$ cat config.mk
export PLATFORM = sky130hd
export DESIGN_NAME = double_ended_queue
export DESIGN_NICKNAME = d
export VERILOG_FILES = /design/src/rtl/deq_pkg.sv /design/src/rtl/double_ended_queue.sv /design/src/rtl/deq_ctrl.sv /design/src/rtl/deq_dpath.sv
export SDC_FILE = /design/constraint.sdc
export NUM_CORES = 1
export LEC_CHECK = 0
export BUFFER_PORTS_ARGS = -buffer_cell sky130_fd_sc_hd__buf_2
export CORE_MARGIN = 1.5
export CORE_UTILIZATION = 30
export CTS_CLUSTER_DIAMETER = 100
export DETAILED_ROUTE_END_ITERATION = 10
export GPL_ROUTABILITY_DRIVEN = 0
export PLACE_DENSITY_LB_ADDON = 0.2
export SYNTH_ARGS = -nofsm -noshare
export SYNTH_HDL_FRONTEND = slang
export SYNTH_SLANG_ARGS = --single-unit
$ cat constraint.sdc
create_clock -name i_clk -period 7.8 [get_ports i_clk]
set_input_delay 1.17 -clock i_clk [delete_from_list [all_inputs] [get_ports i_clk]]
set_output_delay 1.17 -clock i_clk [all_outputs]
set_load 0.02 [all_outputs]
$ cat src/rtl/deq_pkg.sv
// ----------------------------------------------------------------------------
// deq_pkg
// Shared command codes and controller/datapath interface types for the
// double-ended queue.
// ----------------------------------------------------------------------------
package deq_pkg;

    // Width of the value ports.
    localparam int VALUE_W = 32;

    // Command codes on the input channel.
    localparam int CMD_W = 3;
    localparam logic [CMD_W-1:0] CMD_PUSH_FRONT = 3'd0;
    localparam logic [CMD_W-1:0] CMD_PUSH_BACK  = 3'd1;
    localparam logic [CMD_W-1:0] CMD_POP_FRONT  = 3'd2;
    localparam logic [CMD_W-1:0] CMD_POP_BACK   = 3'd3;
    localparam logic [CMD_W-1:0] CMD_CLEAR      = 3'd4;
    localparam logic [CMD_W-1:0] CMD_PEEK       = 3'd5;

    // Controller -> datapath commands.
    typedef struct packed {
        logic capture;   // latch the incoming item
        logic exec;      // update pointers, write the ring
        logic rd;        // read front and back slots
        logic load;      // load the output register
    } t_deq_ctl;

    // Datapath -> controller status.
    typedef struct packed {
        logic out_free;  // output register empty or being taken this cycle
    } t_deq_sts;

endpackage

$ cat src/rtl/double_ended_queue.sv
// ----------------------------------------------------------------------------
// double_ended_queue
// Bounded double-ended queue of signed words kept in a ring buffer.
// ----------------------------------------------------------------------------
// Each input item carries a command (push front, push back, pop front,
// pop back, clear, peek; codes 6 and 7 act as peek) and a value used only
// by the pushes. Every item returns exactly one result: front and back
// values after the command (zero when empty), the element count, empty and
// full flags, and a rejected flag for a push onto a full queue or a pop
// from an empty one, which leave the queue unchanged. An item passes four
// steps in order: capture at the accepting edge, pointer update with the
// ring write, a registered two-port read of the front and back slots, and
// the output load. The controller handles one item at a time, so the input
// takes no new item until the last one is loaded; a stalled result delays
// the load and thus the next acceptance by the stall length. The output
// register holds one finished result, so the next item is taken in while
// the last result still waits. Stored words are DATA_WIDTH bits, taken from
// the low bits of the value, and come back sign-extended (or cut) to 32
// bits. The storage needs no clearing after reset: only live slots are ever
// reported.
// ----------------------------------------------------------------------------
module double_ended_queue #(
    parameter int DEPTH      = 16,
    parameter int DATA_WIDTH = 32
) (
    input  logic                    i_clk,
    input  logic                    i_rst_n,
    // input channel
    input  logic                    i_valid,
    output logic                    o_stall,
    input  logic [2:0]              i_command,
    input  logic signed [31:0]      i_value,
    // result channel
    output logic                    o_valid,
    input  logic                    i_stall,
    output logic signed [31:0]      o_front_value,
    output logic signed [31:0]      o_back_value,
    output logic [$clog2(DEPTH+1)-1:0] o_count,
    output logic                    o_is_empty,
    output logic                    o_is_full,
    output logic                    o_rejected
);
    import deq_pkg::*;

    t_deq_ctl ctl;
    t_deq_sts sts;

    // Sequencer: one item in flight, issues the datapath steps in order.
    deq_ctrl u_ctrl (
        .i_clk   (i_clk),
        .i_rst_n (i_rst_n),
        .i_valid (i_valid),
        .o_stall (o_stall),
        .i_sts   (sts),
        .o_ctl   (ctl)
    );

    // Ring memory, pointers and the output register.
    deq_dpath #(
        .DEPTH      (DEPTH),
        .DATA_WIDTH (DATA_WIDTH)
    ) u_dpath (
        .i_clk         (i_clk),
        .i_rst_n       (i_rst_n),
        .i_ctl         (ctl),
        .o_sts         (sts),
        .i_command     (i_command),
        .i_value       (i_value),
        .o_valid       (o_valid),
        .i_stall       (i_stall),
        .o_front_value (o_front_value),
        .o_back_value  (o_back_value),
        .o_count       (o_count),
        .o_is_empty    (o_is_empty),
        .o_is_full     (o_is_full),
        .o_rejected    (o_rejected)
    );

endmodule

$ cat src/rtl/deq_ctrl.sv
// ----------------------------------------------------------------------------
// deq_ctrl
// Sequencer: capture, execute, read, load output.
// ----------------------------------------------------------------------------
module deq_ctrl (
    input  logic              i_clk,
    input  logic              i_rst_n,
    input  logic              i_valid,
    output logic              o_stall,
    input  deq_pkg::t_deq_sts i_sts,
    output deq_pkg::t_deq_ctl o_ctl
);
    import deq_pkg::*;

    typedef enum logic [3:0] {
        S_IDLE = 4'b0001,
        S_EXEC = 4'b0010,
        S_READ = 4'b0100,
        S_LOAD = 4'b1000
    } t_state;

    t_state r_state;
    t_state n_state;

    always_comb begin
        n_state = r_state;
        o_ctl   = '0;
        case (r_state)
            S_IDLE: begin
                if (i_valid) begin
                    o_ctl.capture = 1'b1;
                    n_state       = S_EXEC;
                end
            end
            S_EXEC: begin
                o_ctl.exec = 1'b1;
                n_state    = S_READ;
            end
            S_READ: begin
                o_ctl.rd = 1'b1;
                n_state  = S_LOAD;
            end
            S_LOAD: begin
                if (i_sts.out_free) begin
                    o_ctl.load = 1'b1;
                    n_state    = S_IDLE;
                end
            end
            default: begin
                n_state = S_IDLE;
            end
        endcase
    end

    always_ff @(posedge i_clk) begin
        if (!i_rst_n) begin
            r_state <= S_IDLE;
        end else begin
            r_state <= n_state;
        end
    end

    assign o_stall = (r_state != S_IDLE);

endmodule

$ cat src/rtl/deq_dpath.sv
// ----------------------------------------------------------------------------
// deq_dpath
// Ring buffer storage, front pointer, element count and output register.
// ----------------------------------------------------------------------------
module deq_dpath #(
    parameter int DEPTH      = 16,
    parameter int DATA_WIDTH = 32,
    parameter int CW         = $clog2(DEPTH + 1)
) (
    input  logic                           i_clk,
    input  logic                           i_rst_n,
    input  deq_pkg::t_deq_ctl              i_ctl,
    output deq_pkg::t_deq_sts              o_sts,
    input  logic [deq_pkg::CMD_W-1:0]      i_command,
    input  logic signed [deq_pkg::VALUE_W-1:0] i_value,
    output logic                           o_valid,
    input  logic                           i_stall,
    output logic signed [deq_pkg::VALUE_W-1:0] o_front_value,
    output logic signed [deq_pkg::VALUE_W-1:0] o_back_value,
    output logic [CW-1:0]                  o_count,
    output logic                           o_is_empty,
    output logic                           o_is_full,
    output logic                           o_rejected
);
    import deq_pkg::*;

    localparam int AW = $clog2(DEPTH);
    localparam int SW = AW + 1;
    localparam logic [AW-1:0] LAST_IDX = AW'(DEPTH - 1);
    localparam logic [CW-1:0] FULL_CNT = CW'(DEPTH);
    localparam logic [SW-1:0] DEPTH_S  = SW'(DEPTH);

    function automatic logic signed [VALUE_W-1:0] widen(input logic signed [DATA_WIDTH-1:0] w);
        widen = VALUE_W'(w);
    endfunction

    function automatic logic [AW-1:0] wrap(input logic [SW-1:0] s);
        wrap = (s >= DEPTH_S) ? AW'(s - DEPTH_S) : AW'(s);
    endfunction

    logic [DATA_WIDTH-1:0] r_mem [DEPTH];

    logic [CMD_W-1:0]      r_cmd;
    logic [VALUE_W-1:0]    r_value;
    logic [AW-1:0]         r_front;
    logic [CW-1:0]         r_count;
    logic                  r_rej;
    logic [DATA_WIDTH-1:0] r_rd_front;
    logic [DATA_WIDTH-1:0] r_rd_back;

    logic [AW-1:0] n_front;
    logic [CW-1:0] n_count;
    logic          n_rej;
    logic          wr_en;
    logic [AW-1:0] wr_addr;
    logic [AW-1:0] back_addr;
    logic          full;
    logic          empty;

    logic                      r_out_valid;
    logic signed [VALUE_W-1:0] r_o_front;
    logic signed [VALUE_W-1:0] r_o_back;
    logic [CW-1:0]             r_o_count;
    logic                      r_o_empty;
    logic                      r_o_full;
    logic                      r_o_rej;

    assign full  = (r_count == FULL_CNT);
    assign empty = (r_count == '0);

    // Pointer and count update for the latched command.
    always_comb begin
        n_front = r_front;
        n_count = r_count;
        n_rej   = 1'b0;
        wr_en   = 1'b0;
        wr_addr = r_front;
        case (r_cmd)
            CMD_PUSH_FRONT: begin
                if (full) begin
                    n_rej = 1'b1;
                end else begin
                    n_front = (r_front == '0) ? LAST_IDX : r_front - 1'b1;
                    wr_addr = n_front;
                    wr_en   = 1'b1;
                    n_count = r_count + 1'b1;
                end
            end
            CMD_PUSH_BACK: begin
                if (full) begin
                    n_rej = 1'b1;
                end else begin
                    wr_addr = wrap(SW'(r_front) + SW'(r_count));
                    wr_en   = 1'b1;
                    n_count = r_count + 1'b1;
                end
            end
            CMD_POP_FRONT: begin
                if (empty) begin
                    n_rej = 1'b1;
                end else begin
                    n_front = (r_front == LAST_IDX) ? '0 : r_front + 1'b1;
                    n_count = r_count - 1'b1;
                end
            end
            CMD_POP_BACK: begin
                if (empty) begin
                    n_rej = 1'b1;
                end else begin
                    n_count = r_count - 1'b1;
                end
            end
            CMD_CLEAR: begin
                n_front = '0;
                n_count = '0;
            end
            default: begin
            end
        endcase
    end

    // Back slot: front + count - 1, wrapped; unused when empty.
    assign back_addr = empty ? r_front : wrap(SW'(r_front) + SW'(r_count) - 1'b1);

    always_ff @(posedge i_clk) begin
        if (i_ctl.capture) begin
            r_cmd   <= i_command;
            r_value <= i_value;
        end
        if (i_ctl.exec) begin
            r_rej <= n_rej;
        end
        if (i_ctl.exec && wr_en) begin
            r_mem[wr_addr] <= DATA_WIDTH'(r_value);
        end
        if (i_ctl.rd) begin
            r_rd_front <= r_mem[r_front];
            r_rd_back  <= r_mem[back_addr];
        end
        if (i_ctl.load) begin
            r_o_front <= empty ? '0 : widen(r_rd_front);
            r_o_back  <= empty ? '0 : widen(r_rd_back);
            r_o_count <= r_count;
            r_o_empty <= empty;
            r_o_full  <= full;
            r_o_rej   <= r_rej;
        end
    end

    always_ff @(posedge i_clk) begin
        if (!i_rst_n) begin
            r_front     <= '0;
            r_count     <= '0;
            r_out_valid <= 1'b0;
        end else begin
            if (i_ctl.exec) begin
                r_front <= n_front;
                r_count <= n_count;
            end
            if (i_ctl.load) begin
                r_out_valid <= 1'b1;
            end else if (!i_stall) begin
                r_out_valid <= 1'b0;
            end
        end
    end

    assign o_sts.out_free = !r_out_valid || !i_stall;

    assign o_valid       = r_out_valid;
    assign o_front_value = r_o_front;
    assign o_back_value  = r_o_back;
    assign o_count       = r_o_count;
    assign o_is_empty    = r_o_empty;
    assign o_is_full     = r_o_full;
    assign o_rejected    = r_o_rej;

endmodule

# Word-level counts from Yosys, hierarchy flattened
# Memories as Yosys holds them, arrays and structs flattened. A register that Yosys moved wholly into a read port is not among the register bits.
# Index checks and enable logic that the tools add are counted.
# classes
add_sub_neg,8
n_lt_le_gt_ge,2
n_eq_ne,17
muxes,31
n_reduce_logical,14
# op_table
cell,n
2-to-1 mux 4 bit,10
one-hot mux 4 bit (4 select lines),1
one-hot mux 5 bit (3 select lines),1
2-to-1 mux 1 bit,14
one-hot mux 4 bit (3 select lines),1
"subtractor 4 x 1 -> 4 bit, second input constant",3
">= comparator 5 bit, second input constant",2
2-to-1 mux 5 bit,2
"!= test 2 bit, second input constant",5
"subtractor 5 x 1 -> 5 bit, second input constant",2
"equality test 4 bit, second input constant",2
one-hot mux 4 bit (2 select lines),1
"equality test 3 x 2 -> 1 bit, second input constant",2
nonzero test 3 bit,2
adder 4 x 5 -> 5 bit,1
"adder 5 x 1 -> 5 bit, second input constant",1
"equality test 5 bit, second input constant",1
zero test 5 bit,1
"adder 4 x 1 -> 4 bit, second input constant",1
"equality test 4 x 1 -> 1 bit, second input constant",1
"equality test 4 x 2 -> 1 bit, second input constant",1
"equality test 4 x 3 -> 1 bit, second input constant",1
zero test 4 bit,1
"!= test 4 x 1 -> 1 bit, second input constant",1
12 further kinds,14
# word_totals
regBits,122
ramBits,512
inputBits,39
output_inout_bits,74
wordCells,86
memories,1
# memory_table
memory,words,word_bits,rd,rd_ports_with_merged_regs,write_ports,line_no,source
u_dpath.r_mem,16,32,2,2,1,deq_dpath.sv:41,logic [DATA_WIDTH-1:0] r_mem [DEPTH];

# Logic depth before layout (Yosys ltp)
# logic_depth
ltp_word,6
ltp_mapped,12
mapped_depth_nobuf,10

# Modules after synthesis
# Synthesis repeated with hierarchy kept, for this count alone.
# unflattened
cells_unflattened,1804
hier_area_um2,31104.8
# modules_own_cells
module,instances,cells_each,area_per_inst_um2,seq_area_each_um2
deq_dpath,1,1780,30874.6,20739.9
deq_ctrl,1,24,230.2,80.1

# Worst setup path after synthesis
# No wires, ideal clock.
# synth_timing
path_type,reg-to-reg
from,register u_ctrl.r_state[3]
to,"register u_dpath.r_rd_back[0] (read register of u_dpath.r_mem), enable pin"
setup_ns,0.565
arrival_time_ns,4.810
required_ns,7.235
slack_ns,2.425
stages_incl_launch_ff,3
n_path_buf,0
period_less_slack_ns,5.375
path_cell_list,dfxtp_1 -> nand2b_1 -> nor3_1
# synth_via
elab_chain_cells,2
# synth_rtl
element,line_no,source
"start, declared",deq_ctrl.sv:22,t_state r_state;
"start signal, assigned",deq_ctrl.sv:59,r_state <= n_state;
equality test 4 x 3 -> 1 bit,deq_ctrl.sv:28,case (r_state)
2-to-1 mux 1 bit,deq_ctrl.sv:28,
"end, declared",deq_dpath.sv:49,logic [DATA_WIDTH-1:0] r_rd_back;
# Every way passes these cells.
# A chain may end at the register's enable or synchronous reset.

# Worst setup path after layout
# layout_timing
from,register u_dpath.r_front[0]
to,register u_dpath.r_rd_back[4] (read register of u_dpath.r_mem) (data pin)
# layout_via
elab_chain_cells,5
word_cells_on_any_way,6
cone_classes,add/sub (3); order compare (1); mux (2)
# layout_rtl
element,line_no,source
"start, declared",deq_dpath.sv:45,logic [AW-1:0] r_front;
"start signal, assigned",deq_dpath.sv:157,r_front <= n_front;
adder 4 x 5 -> 5 bit,deq_dpath.sv:123,assign back_addr = empty ? r_front : wrap(SW'(r_front) + SW'(r_count) - 1'b1);
subtractor 5 x 1 -> 5 bit,deq_dpath.sv:123,
subtractor 4 x 1 -> 4 bit / >= comparator 5 bit (equally long branches),deq_dpath.sv:38,wrap = (s >= DEPTH_S) ? AW'(s - DEPTH_S) : AW'(s);
2-to-1 mux 4 bit,deq_dpath.sv:38,
2-to-1 mux 4 bit *,deq_dpath.sv:123,
# Mark *: on every way between the ends. The rest lies on a longest branch, timed or not.

==> summary.txt <==
antenna violations before repair -> 1
crit-path max cell delay -> 900 ps
Skew-Pair Late Insertion Delay -> 620 ps
top post-synthesis cells by area -> edfxtp_1 68%, mux4_2 12%, a21oi_1 4.4%
post-synth top area share -> 0.6758
# clock sinks -> 698
final core occ -> 0.3492
Crit Path Class -> reg -> reg
worst min path class -> reg -> reg
leak pwr -> 11.72 nW
Detailed Routing Iterations Pass 1 -> 8
final hold viol count -> 0
setup_tns -> 0 ps
CP cell instances -> ha_1 -> fa_1 -> inv_1 -> ha_1 -> o21ai_2 -> nand2_8 -> buf_4 -> nand2_1 -> a22oi_1 -> a22oi_1 -> nand3_1
Clock transition at path regs -> 60 ps
clk buf depth -> 3
DP Area -> 32,500 um^2
design area -> 35,020 um^2
delay-heaviest family, CP -> buffers and inverters
Core Box Area -> 100,300 um^2
final std cells w/o fill -> 3,455
placed insts -> 3,308
Synth Flop Type -> edfxtp_1
synth warn -> 0
setup violators final -> 0
Worst VDD drop -> 0.1265 mV
post-DP HPWL -> 45,190 um
1st-iter DRT viols -> 1,667
full die area -> 103,200 um^2
cts bufs inserted -> 80
asr flop ratio synth -> 0
WL per Instance -> 26.24 um
Yosys cell types -> 49
vias -> 18,519
Slowest-stage cell, CP -> buf_4
num ports -> 113
vias in the first global route -> 19,401
DIE WIDTH -> 321.3 um
Syn-to-layout area delta -> 15.22%
fin crit share -> 0.5459
most frequent cell after synthesis -> edfxtp_1
overflow left after global routing -> 0
Startpoint Class -> register
WP buf/inv -> 2
Slew @ Worst Pin -> 1136 ps
register area share after synthesis -> 0.6850
Max Slew Vio Count -> 0
post-CTS sizing -> 0
DR vias/cell -> 5.360
DRC violations left -> 0
Crit. End Element -> register
postcts setup bufs -> 0
TritonCTS clock tree -> yes
Mapped Cells -> 1,940
share of layout cells above drive strength 1 -> 0.2193
Synth top cells by count -> 684 x edfxtp_1, 269 x nand2_1, 265 x a21oi_1, 162 x mux4_2, 98 x a22oi_1
Initial Util -> 0.3030
post-synthesis register bit count -> 698
max_slew headroom -> 0.2425
DRT antenna net count -> 0
syn_nets -> 1,990
crit path DAT -> 4730 ps
Layout Nets -> 2,083
first-pass GRT wire length -> 131,700 um
cell area after synthesis -> 30,390 um^2
post-synth top area cell -> edfxtp_1
syn avg cell area -> 15.67 um^2
Final Routed Wirelength -> 90,660 um
number of flops mapped to enable cells by yosys -> 684
clk root buf -> clkbuf_16
total power -> 0.008100 W
Worst Path Required -> 8270 ps
largest net degree at the start of global routing -> 149
crit-path max FO -> 112
CTS Hold Buffers Added -> 0
Die Span Y -> 321.3 um
Ant. Diodes -> 0
Clock Skew -> 21.33 ps
RSZ-0062 raised after global routing -> no
# rows -> 116
outcome -> finished, final reports clean
FMAX -> 234.9 MHz
max capacitance violation total -> 0
Port-buffer cells -> 112
PD cells -> 231.3 nW/um^2
# H-tree levels -> 3
Period minus WS final -> 4258 ps
Tot GR Track Use -> 0.1745
[registers in the layout (all words and copies together), names as in the netlist]
name                   count
u_ctrl.r_state             4
u_dpath.o_back_value      32
u_dpath.o_count            5
u_dpath.o_front_value     32
u_dpath.o_is_empty         1
u_dpath.o_is_full          1
u_dpath.o_rejected         1
u_dpath.o_valid            1
u_dpath.r_cmd              3
u_dpath.r_count            5
u_dpath.r_front            4
u_dpath.r_mem            512
u_dpath.r_rd_back         32
u_dpath.r_rd_front        32
u_dpath.r_rej              1
u_dpath.r_value           32
[worst paths after layout]
check | from | slack [ps] | cells past startpoint | end
worst max-delay path | u_dpath.r_front[0]$_SDFFE_PN0P_ | 3540 | 11 | u_dpath.r_rd_back[4]$_DFFE_PN_
worst min-delay path | u_dpath.r_rej$_DFFE_PP_ | 430 | 0 | u_dpath.o_rejected$_DFFE_PP_
worst max register to register | u_dpath.r_front[0]$_SDFFE_PN0P_ | 3540 | 11 | u_dpath.r_rd_back[4]$_DFFE_PN_
worst min register to register | u_dpath.r_rej$_DFFE_PP_ | 430 | 0 | u_dpath.o_rejected$_DFFE_PP_
[where the power goes]
group / leakage, nW / internal, W / switching [W]
sequential: 6.31 / 0.00414 / 0.0000562
combinational: 4.18 / 0.0000929 / 0.000175
clock: 1.22 / 0.00213 / 0.00150
total: 11.7 / 0.00637 / 0.00173
[logic make-up after synthesis]
kind of cell / synth area share
flops: 0.6850
fa+ha+maj: 0.005023
compound gates: 0.09819
xor+xnor: 0.003911
buf+inv: 0.02338
simple gates: 0.06344
mux: 0.1210
[per-layer routing]
layer	up-vias	wire length, um	GRT usage
met5	-	0	0
met4	0	2295	0.05587
met3	157	5586	0.02695
met2	693	45430	0.3038
met1	9735	37350	0.2222
li1	7934	-	-
[placed cells by master, fill, tap and decap left out, drive strengths merged, types with 9 or more instances in the layout]
cell | synthesis | layout
clkinv | 1 | 33
edfxtp | 684 | 684
nand2 | 270 | 270
a22oi | 98 | 98
a221o | 62 | 62
clkbuf | 57 | 106
nand3 | 32 | 32
mux4 | 162 | 162
inv | 10 | 11
nor3 | 23 | 23
o21ai | 17 | 17
and2 | 66 | 66
dfxtp | 14 | 14
nor2 | 21 | 21
buf | 86 | 154
ha | 9 | 9
a21oi | 265 | 265
[layout make-up]
class | instances | area (um^2)
Fill cell | 9537 | 65270
Sequential cell | 698 | 20830
Multi-Input combinational cell | 1088 | 9032
Clock buffer | 106 | 2185
Tap cell | 1357 | 1698
Timing Repair Buffer | 154 | 900.9
Clock inverter | 41 | 329.1
Inverter | 11 | 41.29
[metrics by stage]
stage	hold slack [ps]	setup slack, ps
after floorplan	400.3	2425
after detailed placement	414.4	3569
after CTS	432.5	3535
after global placement	408.1	3598
after global routing	459.4	3268
final	433.1	3542
Power figures use the tool's default switching activity.
